===== src/hw/rtl/assert_macros.svh =====
// assertion helpers, clocked on clk_i and quiet while rst_ni is low
`ifndef ASSERT_MACROS_SVH
`define ASSERT_MACROS_SVH

`define ASSERT_CLK(label, prop, msg) \
  label: assert property (@(posedge clk_i) disable iff (!rst_ni) prop) else $error(msg);

`define ASSERT_NEVER(label, cond, msg) \
  label: assert property (@(posedge clk_i) disable iff (!rst_ni) !(cond)) else $error(msg);

`endif


===== src/hw/rtl/hbf_pkg.sv =====
`default_nettype none

package hbf_pkg;

  typedef enum logic [1:0] {
    ACT_START   = 2'd0,
    ACT_PAYLOAD = 2'd1,
    ACT_END     = 2'd2,
    ACT_RSVD    = 2'd3
  } action_e;

  typedef enum logic [1:0] {
    CRC_8  = 2'd0,
    CRC_10 = 2'd1,
    CRC_16 = 2'd2,
    CRC_32 = 2'd3
  } crc_sel_e;

  typedef enum logic [2:0] {
    PH_IDLE,
    PH_FLAG_O,
    PH_HDR,
    PH_PAY,
    PH_CRC,
    PH_FLAG_C,
    PH_PAD
  } phase_e;

  typedef struct packed {
    action_e    action;
    logic [3:0] frame_type;
    logic [3:0] address;
    logic [3:0] index;
    logic       data_bit;
  } in_t;

  typedef struct packed {
    logic out_bit;
    logic last_of_run;
  } out_t;

  typedef struct packed {
    logic clr;
    logic feed;
    logic data_bit;
  } crc_ctl_t;

  typedef struct packed {
    logic       busy;
    logic       stuff;
    logic [2:0] ones;
  } seq_status_t;

  localparam int CrcMaxW  = 32;
  localparam int CntW     = 5;
  localparam int CfgAddrW = 3;
  localparam int CfgDataW = 32;

  localparam logic [7:0] Flag      = 8'b0111_1110;
  localparam logic [2:0] FlagLast  = 3'd7;
  localparam logic [3:0] HdrLast   = 4'd11;
  localparam logic [2:0] StuffPrev = 3'd4;
  localparam logic [2:0] StuffRun  = 3'd5;

  localparam logic [0:0] RegCrcWidthSel = 1'b0;

  function automatic logic [5:0] crc_width(input crc_sel_e sel);
    logic [5:0] w;
    case (sel)
      CRC_8:   w = 6'd8;
      CRC_10:  w = 6'd10;
      CRC_16:  w = 6'd16;
      CRC_32:  w = 6'd32;
      default: w = 6'd8;
    endcase
    return w;
  endfunction

  function automatic logic [CrcMaxW-1:0] crc_poly(input crc_sel_e sel);
    logic [CrcMaxW-1:0] p;
    case (sel)
      CRC_8:   p = 32'h0000_0007;
      CRC_10:  p = 32'h0000_0235;
      CRC_16:  p = 32'h0000_1021;
      CRC_32:  p = 32'h04C1_1DB7;
      default: p = 32'h0000_0007;
    endcase
    return p;
  endfunction

  // one step of the serial division register
  function automatic logic [CrcMaxW-1:0] crc_step(input logic [CrcMaxW-1:0] rem,
                                                  input logic b, input crc_sel_e sel);
    logic [5:0]         w;
    logic [CrcMaxW-1:0] mask;
    logic [CrcMaxW-1:0] r;
    logic               fb;
    w    = crc_width(sel);
    // shifting out all 32 bits wraps to zero, so the full width gets all ones
    mask = (CrcMaxW'(1) << w) - CrcMaxW'(1);
    fb   = rem[CntW'(w - 6'd1)] ^ b;
    r    = (rem << 1) & mask;
    if (fb) begin
      r = r ^ crc_poly(sel);
    end
    return r & mask;
  endfunction

endpackage

`default_nettype wire


===== src/hw/rtl/hbf_crc.sv =====
`default_nettype none

module hbf_crc (
  input  wire                            clk_i,
  input  wire                            rst_ni,
  input  hbf_pkg::crc_sel_e              sel_i,
  input  hbf_pkg::crc_ctl_t              ctl_i,
  output logic [hbf_pkg::CrcMaxW-1:0]    rem_o
);

  logic [hbf_pkg::CrcMaxW-1:0] rem_q, rem_d;

  always_comb begin
    rem_d = rem_q;
    if (ctl_i.clr) begin
      rem_d = '0;
    end else if (ctl_i.feed) begin
      rem_d = hbf_pkg::crc_step(rem_q, ctl_i.data_bit, sel_i);
    end
  end

  always_ff @(posedge clk_i or negedge rst_ni) begin
    if (!rst_ni) begin
      rem_q <= '0;
    end else begin
      rem_q <= rem_d;
    end
  end

  assign rem_o = rem_q;

endmodule

`default_nettype wire


===== src/hw/rtl/hbf_seq.sv =====
`default_nettype none

module hbf_seq (
  input  wire                            clk_i,
  input  wire                            rst_ni,
  input  hbf_pkg::crc_sel_e              sel_i,
  input  wire                            item_valid_i,
  input  hbf_pkg::in_t                   item_i,
  output logic                           item_take_o,
  input  wire                            adv_i,
  input  wire [hbf_pkg::CrcMaxW-1:0]     crc_i,
  output hbf_pkg::crc_ctl_t              crc_ctl_o,
  output logic                           emit_valid_o,
  output hbf_pkg::out_t                  emit_o,
  output hbf_pkg::seq_status_t           status_o
);

  hbf_pkg::phase_e             phase_q, phase_d;
  logic [hbf_pkg::CntW-1:0]    cnt_q, cnt_d;
  logic                        stuff_q, stuff_d;
  logic [2:0]                  ones_q, ones_d;
  logic [1:0]                  cnt4_q, cnt4_d;
  logic                        in_frame_q, in_frame_d;
  logic [11:0]                 hdr_q, hdr_d;
  logic                        pay_q, pay_d;

  logic [5:0]                  w;
  logic [hbf_pkg::CntW-1:0]    wlast;
  logic                        b;
  logic                        stuffable;
  logic                        feed;
  logic                        advance;
  logic                        done;
  logic                        close;

  always_comb begin
    phase_d      = phase_q;
    cnt_d        = cnt_q;
    stuff_d      = stuff_q;
    ones_d       = ones_q;
    cnt4_d       = cnt4_q;
    in_frame_d   = in_frame_q;
    hdr_d        = hdr_q;
    pay_d        = pay_q;
    crc_ctl_o    = '0;
    emit_valid_o = 1'b0;
    emit_o       = '0;
    item_take_o  = 1'b0;
    w            = hbf_pkg::crc_width(sel_i);
    wlast        = hbf_pkg::CntW'(w - 6'd1);
    b            = 1'b0;
    stuffable    = 1'b0;
    feed         = 1'b0;
    advance      = 1'b0;
    done         = 1'b0;
    close        = 1'b0;

    if (phase_q != hbf_pkg::PH_IDLE && adv_i) begin
      emit_valid_o = 1'b1;
      cnt4_d       = cnt4_q + 2'd1;
      if (stuff_q) begin
        // inserted zero after five ones, then resume where the data bit left off
        stuff_d = 1'b0;
        ones_d  = '0;
        advance = 1'b1;
      end else begin
        case (phase_q)
          hbf_pkg::PH_FLAG_O, hbf_pkg::PH_FLAG_C: begin
            b       = hbf_pkg::Flag[cnt_q[2:0]];
            advance = 1'b1;
          end
          hbf_pkg::PH_PAD: begin
            advance = 1'b1;
          end
          hbf_pkg::PH_HDR: begin
            b         = hdr_q[hbf_pkg::HdrLast - cnt_q[3:0]];
            stuffable = 1'b1;
            feed      = 1'b1;
          end
          hbf_pkg::PH_PAY: begin
            b         = pay_q;
            stuffable = 1'b1;
            feed      = 1'b1;
          end
          hbf_pkg::PH_CRC: begin
            b         = crc_i[wlast - cnt_q];
            stuffable = 1'b1;
          end
          default: begin
            advance = 1'b1;
          end
        endcase
        if (stuffable) begin
          crc_ctl_o.feed     = feed;
          crc_ctl_o.data_bit = b;
          if (b) begin
            ones_d = ones_q + 3'd1;
            if (ones_q == hbf_pkg::StuffPrev) begin
              stuff_d = 1'b1;
            end else begin
              advance = 1'b1;
            end
          end else begin
            ones_d  = '0;
            advance = 1'b1;
          end
        end
      end

      if (advance) begin
        case (phase_q)
          hbf_pkg::PH_FLAG_O: begin
            if (cnt_q[2:0] == hbf_pkg::FlagLast) begin
              phase_d = hbf_pkg::PH_HDR;
              cnt_d   = '0;
            end else begin
              cnt_d = cnt_q + 5'd1;
            end
          end
          hbf_pkg::PH_HDR: begin
            if (cnt_q[3:0] == hbf_pkg::HdrLast) begin
              done = 1'b1;
            end else begin
              cnt_d = cnt_q + 5'd1;
            end
          end
          hbf_pkg::PH_PAY: begin
            done = 1'b1;
          end
          hbf_pkg::PH_CRC: begin
            if (cnt_q == wlast) begin
              phase_d = hbf_pkg::PH_FLAG_C;
              cnt_d   = '0;
            end else begin
              cnt_d = cnt_q + 5'd1;
            end
          end
          hbf_pkg::PH_FLAG_C: begin
            if (cnt_q[2:0] == hbf_pkg::FlagLast) begin
              if (cnt4_d == 2'd0) begin
                done  = 1'b1;
                close = 1'b1;
              end else begin
                phase_d = hbf_pkg::PH_PAD;
              end
            end else begin
              cnt_d = cnt_q + 5'd1;
            end
          end
          hbf_pkg::PH_PAD: begin
            if (cnt4_d == 2'd0) begin
              done  = 1'b1;
              close = 1'b1;
            end
          end
          default: begin
            done = 1'b1;
          end
        endcase
      end

      if (done) begin
        phase_d = hbf_pkg::PH_IDLE;
      end
      if (close) begin
        crc_ctl_o.clr = 1'b1;
        ones_d        = '0;
        cnt4_d        = '0;
        in_frame_d    = 1'b0;
      end
      emit_o.out_bit     = b;
      emit_o.last_of_run = done;
    end

    // next word loads while the last bit of the current one goes out
    if (item_valid_i && (phase_q == hbf_pkg::PH_IDLE || done)) begin
      item_take_o = 1'b1;
      case (item_i.action)
        hbf_pkg::ACT_START: begin
          phase_d       = hbf_pkg::PH_FLAG_O;
          cnt_d         = '0;
          hdr_d         = {item_i.frame_type, item_i.address, item_i.index};
          crc_ctl_o.clr = 1'b1;
          stuff_d       = 1'b0;
          ones_d        = '0;
          cnt4_d        = '0;
          in_frame_d    = 1'b1;
        end
        hbf_pkg::ACT_PAYLOAD: begin
          if (in_frame_d) begin
            phase_d = hbf_pkg::PH_PAY;
            pay_d   = item_i.data_bit;
          end
        end
        hbf_pkg::ACT_END: begin
          if (in_frame_d) begin
            phase_d = hbf_pkg::PH_CRC;
            cnt_d   = '0;
          end
        end
        default: begin
        end
      endcase
    end
  end

  always_ff @(posedge clk_i or negedge rst_ni) begin
    if (!rst_ni) begin
      phase_q    <= hbf_pkg::PH_IDLE;
      cnt_q      <= '0;
      stuff_q    <= 1'b0;
      ones_q     <= '0;
      cnt4_q     <= '0;
      in_frame_q <= 1'b0;
    end else begin
      phase_q    <= phase_d;
      cnt_q      <= cnt_d;
      stuff_q    <= stuff_d;
      ones_q     <= ones_d;
      cnt4_q     <= cnt4_d;
      in_frame_q <= in_frame_d;
    end
  end

  always_ff @(posedge clk_i) begin
    hdr_q <= hdr_d;
    pay_q <= pay_d;
  end

  assign status_o.busy  = (phase_q != hbf_pkg::PH_IDLE);
  assign status_o.stuff = stuff_q;
  assign status_o.ones  = ones_q;

endmodule

`default_nettype wire


===== src/hw/rtl/hdlc_style_bit_framer_crc.sv =====
// bit framer with bit stuffing and crc, one line bit per output word
// input channel: in_valid_i/in_ready_o with an in_t word (start, payload bit,
// end); output channel: out_valid_o/out_ready_i with an out_t word holding one
// line bit and a flag on the last bit produced by that input word
// apb port: register crc_width_select at byte address 0 (8/10/16/32 bit crc)
// the first bit of a word leaves through the input register, then the bit
// sequencer's state, then the output register
// throughput: one line bit per cycle while out_ready_i does not stall, set by
// the single-bit sequencer; a payload word makes one line bit (two with a
// stuffed zero), a start word 20 to 22, an end word crc width + 8 + stuffed
// zeros + padding, at most 50; words that make no bits (unused action,
// payload or end outside a frame) are dropped when the sequencer takes them
// the next word is taken while a finished bit still waits in the output register
// reset: no frame open, crc and counters cleared, crc width select 8 bits
// a stall on out_ready_i freezes a busy sequencer; one more input word is held
`default_nettype none

module hdlc_style_bit_framer_crc (
  input  wire                               clk_i,
  input  wire                               rst_ni,
  input  wire                               in_valid_i,
  output logic                              in_ready_o,
  input  hbf_pkg::in_t                      in_data_i,
  output logic                              out_valid_o,
  input  wire                               out_ready_i,
  output hbf_pkg::out_t                     out_data_o,
  input  wire                               psel,
  input  wire                               penable,
  input  wire                               pwrite,
  input  wire [hbf_pkg::CfgAddrW-1:0]       paddr,
  input  wire [hbf_pkg::CfgDataW-1:0]       pwdata,
  output logic [hbf_pkg::CfgDataW-1:0]      prdata,
  output logic                              pready
);

  `include "assert_macros.svh"

  hbf_pkg::crc_sel_e            sel_q;
  logic                         hold_v_q;
  hbf_pkg::in_t                 hold_q;
  logic                         out_v_q;
  hbf_pkg::out_t                out_q;

  logic                         take;
  logic                         adv;
  logic                         in_acc;
  logic                         reg_hit;
  logic                         emit_valid;
  hbf_pkg::out_t                emit;
  hbf_pkg::crc_ctl_t            crc_ctl;
  hbf_pkg::seq_status_t         seq_st;
  logic [hbf_pkg::CrcMaxW-1:0]  crc_rem;

  assign adv        = !out_v_q || out_ready_i;
  assign in_ready_o = !hold_v_q || take;
  assign in_acc     = in_valid_i && in_ready_o;

  // config port
  assign pready  = 1'b1;
  assign reg_hit = (paddr[hbf_pkg::CfgAddrW-1:2] == hbf_pkg::RegCrcWidthSel);
  assign prdata  = reg_hit ? hbf_pkg::CfgDataW'(sel_q) : '0;

  always_ff @(posedge clk_i or negedge rst_ni) begin
    if (!rst_ni) begin
      sel_q <= hbf_pkg::CRC_8;
    end else if (psel && penable && pwrite && pready && reg_hit) begin
      sel_q <= hbf_pkg::crc_sel_e'(pwdata[1:0]);
    end
  end

  // input register
  always_ff @(posedge clk_i or negedge rst_ni) begin
    if (!rst_ni) begin
      hold_v_q <= 1'b0;
    end else if (in_acc) begin
      hold_v_q <= 1'b1;
    end else if (take) begin
      hold_v_q <= 1'b0;
    end
  end

  always_ff @(posedge clk_i) begin
    if (in_acc) begin
      hold_q <= in_data_i;
    end
  end

  hbf_crc u_crc (
    .clk_i  (clk_i),
    .rst_ni (rst_ni),
    .sel_i  (sel_q),
    .ctl_i  (crc_ctl),
    .rem_o  (crc_rem)
  );

  hbf_seq u_seq (
    .clk_i        (clk_i),
    .rst_ni       (rst_ni),
    .sel_i        (sel_q),
    .item_valid_i (hold_v_q),
    .item_i       (hold_q),
    .item_take_o  (take),
    .adv_i        (adv),
    .crc_i        (crc_rem),
    .crc_ctl_o    (crc_ctl),
    .emit_valid_o (emit_valid),
    .emit_o       (emit),
    .status_o     (seq_st)
  );

  // output register
  always_ff @(posedge clk_i or negedge rst_ni) begin
    if (!rst_ni) begin
      out_v_q <= 1'b0;
    end else if (adv) begin
      out_v_q <= emit_valid;
    end
  end

  always_ff @(posedge clk_i) begin
    if (adv && emit_valid) begin
      out_q <= emit;
    end
  end

  assign out_valid_o = out_v_q;
  assign out_data_o  = out_q;

  `ASSERT_CLK(a_ready_room, !in_ready_o |-> hold_v_q, "input stalled with an empty holding register")
  `ASSERT_NEVER(a_stuff_idle, seq_st.stuff && !seq_st.busy, "stuffed zero pending while idle")
  `ASSERT_CLK(a_ones_bound, !seq_st.stuff |-> (seq_st.ones < hbf_pkg::StuffRun), "ones run too long")
  `ASSERT_CLK(a_last_frees, (emit_valid && emit.last_of_run && !hold_v_q) |=> !seq_st.busy, "sequencer busy after last bit")

endmodule

`default_nettype wire

===== config.mk =====
export PLATFORM = sky130hd
export DESIGN_NAME = hdlc_style_bit_framer_crc
export DESIGN_NICKNAME = d
export VERILOG_FILES = /design/src/hw/rtl/hbf_pkg.sv /design/src/hw/rtl/hbf_crc.sv /design/src/hw/rtl/hbf_seq.sv /design/src/hw/rtl/hdlc_style_bit_framer_crc.sv
export VERILOG_INCLUDE_DIRS = /design/src /design/src/hw/rtl
export SDC_FILE = /design/constraint.sdc
export NUM_CORES = 1
export LEC_CHECK = 0
export BUFFER_PORTS_ARGS = -buffer_cell sky130_fd_sc_hd__buf_2
export CAP_MARGIN = 30
export CORE_UTILIZATION = 38
export CTS_CLUSTER_SIZE = 12
export DETAILED_ROUTE_END_ITERATION = 8
export PLACE_DENSITY_LB_ADDON = 0.2
export SYNTH_ARGS = -nofsm -noshare
export SYNTH_HDL_FRONTEND = slang
export SYNTH_SLANG_ARGS = --single-unit

===== constraint.sdc =====
create_clock -name clk_i -period 9.75 [get_ports clk_i]
set_clock_uncertainty 0.05 [all_clocks]
set_input_delay 0.975 -clock clk_i [delete_from_list [all_inputs] [get_ports clk_i]]
set_output_delay 0.975 -clock clk_i [all_outputs]
set_load 0.01 [all_outputs]

; ---- Yosys cells after proc, flatten, opt, wreduce, memory -nomap -nowiden
; Memory sizes are Yosys's and may differ from the RTL's.
; Cells that the tools add are included.
[word_totals]
reg_bits = 81
rom_bits = 8
inputBits = 57
out_inout_bits = 37
word_cells = 177
mem_count = 1
[mem_list]
columns = name, words, word_bits, rd, rd_ports_with_merged_regs, wr, line_no
row1 = (name not given), 8, 1, 1, 0, 0, hbf_seq.sv:69  ; b = hbf_pkg::Flag[cnt_q[2:0]];
[classes]
addsub = 8
n_lt_le_gt_ge = 4
n_eq_ne = 15
n_shift = 1
mux = 97
bitwise = 6
n_reduce_logical = 26
[ops]
columns = op, n
row1 = 2-to-1 mux 32 bit, 8
row2 = one-hot mux 32 bit (4 select lines), 1
row3 = bitwise AND 32 bit, 2
row4 = 2-to-1 mux 3 bit, 18
row5 = 2-to-1 mux 1 bit, 42
row6 = 2-to-1 mux 5 bit, 8
row7 = left shift 1 x 6 -> 32 bit (first input constant), 1
row8 = subtractor 32 x 2 -> 32 bit (second input constant), 1
row9 = bitwise XOR 32 bit, 1
row10 = one-hot mux 6 bit (4 select lines), 1
row11 = one-hot mux 5 bit (4 select lines), 1
row12 = one-hot mux 3 bit (3 select lines), 2
row13 = == test 3 bit (second input constant), 5
row14 = 2-to-1 mux 2 bit, 7
row15 = < comparator 5 x 6 -> 1 bit (second input constant), 2
row16 = 2-to-1 mux 6 bit, 2
row17 = binary-select mux 1 bit (select 5 bit), 2
row18 = one-hot mux 5 bit (2 select lines), 1
row19 = subtractor 5 x 1 -> 5 bit (second input constant), 2
row20 = one-hot mux 1 bit (4 select lines), 2
row21 = OR reduction 2 bit, 4
row22 = logical AND 1 bit, 7
row23 = == test 2 bit (second input constant), 3
row24 = == test 3 x 2 -> 1 bit (second input constant), 2
row25 = 24 further kinds, 32

; ---- Depth between registers and ports, before layout
; Gate-level depths: netlist of run 1.
[depth]
ltp_word = 34
mapped_depth = 14

; ---- Cells and area by module
; Synthesis of run 1 repeated with hierarchy kept, for this count alone.
[unflattened]
cells_unflattened = 447
area_unflattened_um2 = 4895.9
[by_module_without_submodules]
columns = mod, n_inst, cells_each, area_each_um2, seq_area_each_um2
row1 = hbf_seq, 1, 233, 2255.9, 765.7
row2 = hbf_crc, 1, 149, 1680.4, 800.8
row3 = hdlc_style_bit_framer_crc, 1, 65, 959.7, 610.6

; ---- Least setup slack after synthesis of run 1
; OpenSTA, ideal clock, no wires.
[synth_timing]
path_kind = reg2reg
startpoint = register sel_q[1]
endpoint = register u_crc.rem_q, in the netlist u_crc.rem_o[16]
arrival_time_ns = 3.994
required_time_ns = 9.569
path_slack_ns = 5.575
stages_incl_launch_ff = 14
path_buffers = 1
period_less_slack_ns = 4.175
path_cell_list = dfrtp_1 inv_1 ha_1 clkbuf_1 inv_1 ha_1 xor2_1 mux4_1 mux2_2 mux4_2 mux2_4 nor2_8 nor3_1 or3_1
[synth_via]
elab_chain_cells = 20
elab_cells_between_ends = 50
[synth_lines]
columns = item, line_no
row1 = start: declaration, hdlc_style_bit_framer_crc.sv:38  ; hbf_pkg::crc_sel_e sel_q;
row2 = start signal: assignment, hdlc_style_bit_framer_crc.sv:65  ; sel_q <= hbf_pkg::CRC_8;
row3 = start signal: assignment, hdlc_style_bit_framer_crc.sv:67  ; sel_q <= hbf_pkg::crc_sel_e'(pwdata[1:0]);
row4 = == test 2 bit (tied with other cells), "hbf_pkg.sv:69, hbf_pkg.sv:81"
row5 = one-hot mux 6 bit (4 select lines), hbf_pkg.sv:69  ; case (sel)
row6 = subtractor 5 x 1 -> 5 bit, hbf_seq.sv:50  ; wlast = hbf_pkg::CntW'(w - 6'd1);
row7 = subtractor 5 bit, hbf_seq.sv:86  ; b = crc_i[wlast - cnt_q];
row8 = binary-select mux 1 bit (select 5 bit), hbf_seq.sv:86
row9 = 2-to-1 mux 1 bit (not written as such), hbf_seq.sv:86
row10 = one-hot mux 1 bit (4 select lines), hbf_seq.sv:67  ; case (phase_q)
row11 = 2-to-1 mux 1 bit, hbf_seq.sv:61  ; if (stuff_q) begin
row12 = [4 not listed], --
row13 = 2-to-1 mux 1 bit, hbf_seq.sv:58  ; if (phase_q != hbf_pkg::PH_IDLE && adv_i) begin
row14 = 2-to-1 mux 1 bit, hbf_seq.sv:110  ; if (advance) begin
row15 = 2-to-1 mux 1 bit, hbf_seq.sv:58
row16 = 2-to-1 mux 1 bit (on tied branches), "hbf_seq.sv:165, hbf_seq.sv:58"
row17 = 2-to-1 mux 3 bit / logical OR 1 bit (equally long branches), "hbf_seq.sv:58, hbf_seq.sv:176"
row18 = 2-to-1 mux 1 bit / logical AND 1 bit (equally long branches), "hbf_seq.sv:178, hbf_seq.sv:176"
row19 = 2-to-1 mux 1 bit, hbf_seq.sv:176  ; if (item_valid_i && (phase_q == hbf_pkg::PH_IDLE || done)) begin
row20 = 2-to-1 mux 32 bit / nonzero test 2 bit (equally long branches), --
row21 = end signal: assignment, hbf_crc.sv:26  ; rem_q <= rem_d;
row22 = end: declaration, hbf_crc.sv:11  ; logic [hbf_pkg::CrcMaxW-1:0] rem_q, rem_d;
; Parallel ways exist; a longest one is shown, timed or not. The select of a mux whose other input is x is not followed.
; A chain may end at the register's enable or synchronous reset.

; ---- Worst setup path in the final report of run 1
[layout_timing]
startpoint = register sel_q[1]
endpoint = register u_crc.rem_q, in the netlist u_crc.rem_o[22]
; The elaborated chain is that of the path after synthesis.

==> results of run 1 <==
## area by class of cell
class	instances	area, um^2
timing repair buffer	35	188
clock buffer	9	225
multi-input combinational	378	2610
clock inverter	7	81.3
tap	172	215
sequential	81	2180
inverter	20	80.1
fill	1254	7250
## state kept, by name (all words and copies together) (netlist names), 2 cells and up
name           flops
u_seq.hdr_q       12
u_seq.cnt4_q       2
hold_q            15
u_seq.ones_q       3
out_data_o         2
u_crc.rem_o       32
sel_q              2
u_seq.phase_q      3
u_seq.cnt_q        5
## power by group
| group | switching [uW] | total [uW] | internal, uW |
|---|---|---|---|
| combinational | 308 | 479 | 171 |
| sequential | 68.0 | 494 | 426 |
| clock | 151 | 354 | 203 |
## metrics by stage
step | total power [uW] | std cells | hold WS, ps | utilization
floorplan | 856 | 534 | 350 | -
CTS | 1340 | 702 | 370 | 0.435
finish | 1330 | 702 | 369 | 0.435
global placement | 969 | 685 | 355 | 0.410
detailed placement | 979 | 686 | 355 | 0.411
global route | 1410 | 702 | 378 | 0.435
## final timing paths
path,cells after the start,slack (ps),startpoint,endpoint
min,0,370,hold_q[8]$_DFFE_PP_,u_seq.hdr_q[7]$_DFFE_PP_
min reg2reg,0,370,hold_q[8]$_DFFE_PP_,u_seq.hdr_q[7]$_DFFE_PP_
max,12,4760,sel_q[1]$_DFFE_PN0P_,u_crc.rem_o[22]$_DFFE_PN0P_
min in group asynchronous,2,680,rst_ni,sel_q[1]$_DFFE_PN0P_
max reg2reg,12,4760,sel_q[1]$_DFFE_PN0P_,u_crc.rem_o[22]$_DFFE_PN0P_
max in group asynchronous,2,8490,rst_ni,u_seq.phase_q[2]$_DFF_PN0_
## layer usage
| layer | routed length [um] | up-vias |
|---|---|---|
| li1 | - | 1804 |
| met5 | 0 | - |
| met2 | 5200 | 107 |
| met4 | 172 | 0 |
| met1 | 5410 | 1847 |
| met3 | 655 | 11 |
## layout by cell type (no fill, tap or decap), types with 9 or more instances in the layout
master,instances
dfrtp_1,51
ha_1,22
nor3_1,14
edfxtp_1,30
buf_2,30
nand2b_1,10
a21oi_1,30
nand3_1,41
and3_1,14
nor2_1,29
clkbuf_16,9
o21ai_0,12
conb_1,33
inv_1,18
nand2_1,53
## worst max-delay path: stages (launching register included)
cell,delay [ps]
dfrtp_1,510
inv_1,220
ha_1,400
inv_1,160
ha_1,370
xor2_1,750
mux4_1,420
mux2_2,300
mux4_2,600
mux2_4,420
nor2_8,220
nor3_1,70
or3_1,370
## logic make-up after synthesis
family | share of synthesized area
compound gates | 0.111
buf+inv | 0.0817
mux | 0.0959
xor+xnor | 0.0189
flops | 0.428
other cells | 0.00148
simple gates | 0.209
fa+ha+maj | 0.0541
==> flow_summary.toml, run 1 <==
[status]
status = "completed"

[sta]
setup_viol = 0
fmax_ghz = 0.201
relSlewSlack = 0.380
tns_ps = 0
grt_setup_unrepaired = "false"
min_period_ps = 4990
hold_violations = 0
slew_viol_final = 0
finalWorstSetupSlack_ps = 4760
worst_pin_slew_ps = 926
fin_crit_sh = 0.511

[synth]
synth_area_mm2 = 0.00509
synthTopCellsByArea = "dfrtp_1, edfxtp_1, ha_1, buf_4, mux4_1"
ys_ff_latch = 81
syn_area_per_cell_um2 = 10.1
yosysMostFrequentCell = "nand2_1"
yosysTopAreaCellShare = 0.251
synth_area_leader_cell = "dfrtp_1"
synth_edf_count = 30
async_flop_share = 0.630
synthCells = 503
synth-seq-area-share = 0.428
ys_top_cells_by_count = "nand2_1, dfrtp_1, nand3_1"
yosysWarnings = 0
ys_types = 69
synthFlopType = "dfrtp_1"

[power_and_ir_drop]
ir_worst_vdd_uv = 162
power.leakage_uw = 0.00243
power_density_mw_per_mm2 = 238

[clock_network]
clockRootBuffer = "clkbuf_16"
clockBufferDepth = 2
cts_resized = 0
cts_sinks = 81
cts_buffers = 9
htreeDepth = 3
insertion_delay_ps = 350
ctsHoldBuffers = 0
cts_tree = "done"
clkTransAtPathRegs_ps = 70
post_cts_buffers = 0

[place]
portBuffers = 30
place_ws_ps = 4830
gp_congestion = 0.839
dpl_cell_area_mm2 = 0.00527
place_hpwl_um = 7930

[floorplanning]
coreArea_mm2 = 0.0128
rows = 41
boundaryPins = 94
start_util = 0.397
chipWidth_um = 118
die_h_um = 118
die_area_mm2 = 0.0139

[grt]
grt_max_degree = 52
grt.busiest_layer = "met2"
grt_overflow_total = 0
grt_pass1_vias = 3513
track_usage = 0.173
use_met3 = 0.0397
met1_usage = 0.246
grt.met2_usage = 0.256
antenna_found_initial = 0
grt_first_pass_wirelength_um = 18900

[drt]
viasPerCell = 5.37
num_vias = 3769
wire_per_inst_um = 16.3
drcViolationCount = 0
ant_nets = 0
first_pass_iters = 4
routed_wl_um = 11400
drtIter0Drc = 266

[layout]
layout-drive-gt1-share = 0.153
fin_area_mm2 = 0.00558
antennaDiodeCount = 0
fin_nets = 604
syn2layout_area_growth_pct = 9.64

[critical_path]
crit_fanout = 10
cp_data_required_time_ps = 9930
startpoint_type = "flop"
critical_path_arrival_ps = 5160
path_class = "flop to flop"
cp-end-kind = "flop"

[hold_path]
min_path_type = "flop to flop"

[job]
maxCapViolCount = 0
Note: power is estimated with default switching activity, not from simulation.
==> run 2: changes to the inputs <==
clock period = 5.2 ns   (was 9.75 ns; I/O delays follow)
==> flow_summary.toml, run 2 (synthesis gave the netlist of run 1 again) <==
[power_and_ir_drop]
ir_worst_vdd_uv = 228
power_density_mw_per_mm2 = 444
power.leakage_uw = 0.00247

[clock_network]
post_cts_buffers = 0
cts_resized = 0
ctsHoldBuffers = 0
cts_tree = "done"
clockBufferDepth = 2
insertion_delay_ps = 350
clockRootBuffer = "clkbuf_16"
cts_buffers = 9
htreeDepth = 3
clkTransAtPathRegs_ps = 70
cts_sinks = 81

[sta]
worst_pin_slew_ps = 689
slew_viol_final = 0
tns_ps = 0
fmax_ghz = 0.237
grt_setup_unrepaired = "false"
min_period_ps = 4220
hold_violations = 0
setup_viol = 0
relSlewSlack = 0.541
fin_crit_sh = 0.812

[drt]
drcViolationCount = 0
drtIter0Drc = 340
routed_wl_um = 11600
num_vias = 3838
first_pass_iters = 5
wire_per_inst_um = 16.3
ant_nets = 0
viasPerCell = 5.41

[grt]
grt_max_degree = 52
grt_overflow_total = 0
grt_first_pass_wirelength_um = 18900
antenna_found_initial = 0
track_usage = 0.174
grt_pass1_vias = 3569

[hold_path]
min_path_type = "primary input to async pin"

[critical_path]
cp-end-kind = "flop"
worst_r2r_path_depth = 13
critical_path_arrival_ps = 4400
path_class = "flop to flop"
cp_data_required_time_ps = 5380
startpoint_type = "flop"
crit_fanout = 10
r2r_slack_ps = 980

[floorplanning]
die_h_um = 118
die_area_mm2 = 0.0139
rows = 41
coreArea_mm2 = 0.0128
chipWidth_um = 118
boundaryPins = 94
start_util = 0.397

[place]
gp_congestion = 0.819
place_hpwl_um = 7990
dpl_cell_area_mm2 = 0.00532
portBuffers = 30

[layout]
fin_area_mm2 = 0.00563
n_fill_cell = 1230
final_cell_mix = "nand2_1, dfrtp_1, nand3_1"
antennaDiodeCount = 0
largest_reg_flops = 32
layout-drive-gt1-share = 0.164
fin_nets = 611
layout_commonest_cell = "nand2_1"
syn2layout_area_growth_pct = 10.6

[job]
maxCapViolCount = 0

[status]
status = "completed"
-- run 2: area by class of cell --
class	count	area [um^2]	area share
clock inverter	7	78.8	0.0140
clock buffer	9	225	0.0400
multi-input combinational	378	2610	0.464
inverter	20	80.1	0.0142
sequential	81	2180	0.387
timing repair buffer	42	240	0.0427
tap	172	215	0.0382
-- run 2: per-stage QoR --
stage | cells | utilization | power (uW) | worst slack (ps) | hold slack (ps)
after global routing | 709 | 0.439 | 2650 | 754 | 267
after detailed placement | 693 | 0.415 | 1850 | 1000 | 358
after floorplan | 534 | - | 1600 | 1030 | 174
final | 709 | 0.439 | 2500 | 977 | 241
after CTS | 709 | 0.439 | 2520 | 954 | 263
after global placement | 692 | 0.414 | 1840 | 923 | 354
-- run 2: final timing paths --
kind | start | endpoint
hold / removal | rst_ni | u_crc.rem_o[0]$_DFFE_PN0P_
hold reg to reg | hold_q[1]$_DFFE_PP_ | u_seq.hdr_q[0]$_DFFE_PP_
setup reg to reg | sel_q[1]$_DFFE_PN0P_ | u_crc.rem_o[22]$_DFFE_PN0P_
min in group clk_i | in_data_i[6] | hold_q[6]$_DFFE_PP_
max in group asynchronous | rst_ni | u_seq.cnt_q[3]$_DFF_PN0_
setup / recovery | sel_q[1]$_DFFE_PN0P_ | u_crc.rem_o[22]$_DFFE_PN0P_
-- run 2: report_power, final --
group / switching [uW] / internal (uW)
Sequential: 108 / 800
Combinational: 603 / 338
Clock: 306 / 344
-- run 2: critical path, cell delays in order (launching register included) --
cell     delay [ps]
dfrtp_1         560
inv_1           200
ha_1            250
inv_1           130
ha_1            300
xor2_1          160
buf_4           200
mux4_1          300
mux2_2          290
mux4_2          590
mux2_4          420
nor2_8          220
nor3_1           80
or3_1           350
-- run 2: layer usage --
metal  part of all wire  wire, um  vias up  track usage
met2               0.47      5440      108        0.265
met3              0.043       502        8       0.0412
met4              0.011       122        0       0.0513
li1                   -         -     1817            -
met5                  0         0        -            0
met1               0.48      5500     1905        0.246
==> run 3: changes to the inputs <==
clock period = 4.35 ns   (was 5.2 ns; I/O delays follow)
==> flow_summary.toml, run 3 (synthesis gave the netlist of run 1 again) <==
[clock_network]
ctsHoldBuffers = 0
clockBufferDepth = 2
clkTransAtPathRegs_ps = 70
htreeDepth = 3
cts_buffers = 9
cts_resized = 0
insertion_delay_ps = 350
post_cts_buffers = 0
cts_sinks = 81
cts_tree = "done"
clockRootBuffer = "clkbuf_16"

[power_and_ir_drop]
swShare = 0.401
power_density_mw_per_mm2 = 528
power.leakage_uw = 0.00252
p_seq_frac = 0.358
ir_worst_vdd_uv = 357
p_comb_frac = 0.385
clkPwrFrac = 0.256
p_sw_uw = 1210
p_int_uw = 1810

[place]
gp_congestion = 0.840
place_hpwl_um = 8310
place_ws_ps = 376
portBuffers = 30

[layout]
largest_reg_flops = 32
syn2layout_area_growth_pct = 12.3
layout-drive-gt1-share = 0.176
layout_commonest_cell = "nand2_1"
final_cell_mix = "nand2_1, dfrtp_1, nand3_1"
fin_nets = 619
antennaDiodeCount = 0

[sta]
slew_viol_final = 0
worst_pin_slew_ps = 676
grt_setup_unrepaired = "false"
fmax_ghz = 0.250
hold_violations = 0
fin_crit_sh = 0.919
tns_ps = 0
relSlewSlack = 0.549
min_period_ps = 4000
finalWorstSetupSlack_ps = 353
whs_ps = 152
setup_viol = 0

[critical_path]
startpoint_type = "flop"
cp-startpoint = "sel_q[1]$_DFFE_PN0P_"
worst_r2r_path_depth = 13
cp_data_required_time_ps = 4520
path_class = "flop to flop"
r2r_slack_ps = 350
rr_startpoint = "sel_q[1]$_DFFE_PN0P_"
crit_fanout = 10
cp-end-kind = "flop"
r2r-end = "u_crc.rem_o[22]$_DFFE_PN0P_"
critical_path_arrival_ps = 4170

[floorplanning]
coreArea_mm2 = 0.0128
boundaryPins = 94
die_area_mm2 = 0.0139
rows = 41
start_util = 0.397
chipWidth_um = 118
die_h_um = 118

[grt]
antenna_found_initial = 0
grt_max_degree = 52
grt_first_pass_wirelength_um = 19100
grt_pass1_vias = 3650
grt_overflow_total = 0
track_usage = 0.175

[drt]
viasPerCell = 5.35
routed_wl_um = 11600
drtIter0Drc = 281
drcViolationCount = 0
num_vias = 3834
ant_nets = 0
first_pass_iters = 5
wire_per_inst_um = 16.1

[hold_path]
min_path_type = "primary input to async pin"

[status]
status = "completed"

[job]
maxCapViolCount = 0
## run 3: layout make-up
| type | instances | area [um^2] |
|---|---|---|
| repair buffers | 50 | 320 |
| clock inverters | 7 | 83.8 |
| inverters | 20 | 80.1 |
| flip-flops and latches | 81 | 2180 |
| multi-input cells | 378 | 2610 |
| fillers | 1231 | 7110 |
| clock buffers | 9 | 225 |
| well taps | 172 | 215 |
## run 3: critical path: stages (launching register included)
cell and delay [ps]:
dfrtp_1 380, inv_1 160, ha_1 200, inv_1 110, ha_1 370, xor2_1 210, buf_4 180, mux4_1 270
mux2_2 290, mux4_2 590, mux2_4 420, nor2_8 210, nor3_1 70, or3_1 360
## run 3: routing by layer
metal | track usage | vias to the layer above | wire length [um]
li1 | - | 1837 | -
met4 | 0.0601 | 0 | 133
met5 | 0 | - | 0
met2 | 0.270 | 117 | 5340
met3 | 0.0291 | 11 | 463
met1 | 0.246 | 1869 | 5640
## run 3: worst max-delay path by stage
stage	end	cells past startpoint
2_1_floorplan	u_crc.rem_o[16]$_DFFE_PN0P_	13
4_1_cts	u_crc.rem_o[22]$_DFFE_PN0P_	13
3_3_place_gp	u_crc.rem_o[16]$_DFFE_PN0P_	13
5_1_grt	u_crc.rem_o[22]$_DFFE_PN0P_	13
3_5_place_dp	u_crc.rem_o[22]$_DFFE_PN0P_	13
6_report	u_crc.rem_o[22]$_DFFE_PN0P_	13
## run 3: per-stage QoR
stage	total power, uW	std cells	utilization	instance area, um^2
4_1_cts	3040	717	0.445	5710
5_1_grt	3210	717	0.445	5710
6_report	3020	717	0.445	5710
3_3_place_gp	2230	700	0.420	5390
3_5_place_dp	2260	701	0.421	5400
2_1_floorplan	1920	534	-	5200
## run 3: power groups by stage
| stage | Combinational (uW) | Sequential, uW | Clock (uW) |
|---|---|---|---|
| after floorplan | 881 | 1040 | 0 |
| after global placement | 1140 | 1090 | 0 |
| final | 1160 | 1080 | 773 |
| after detailed placement | 1160 | 1100 | 0 |
| after CTS | 1170 | 1080 | 789 |
| after global routing | 1290 | 1100 | 819 |
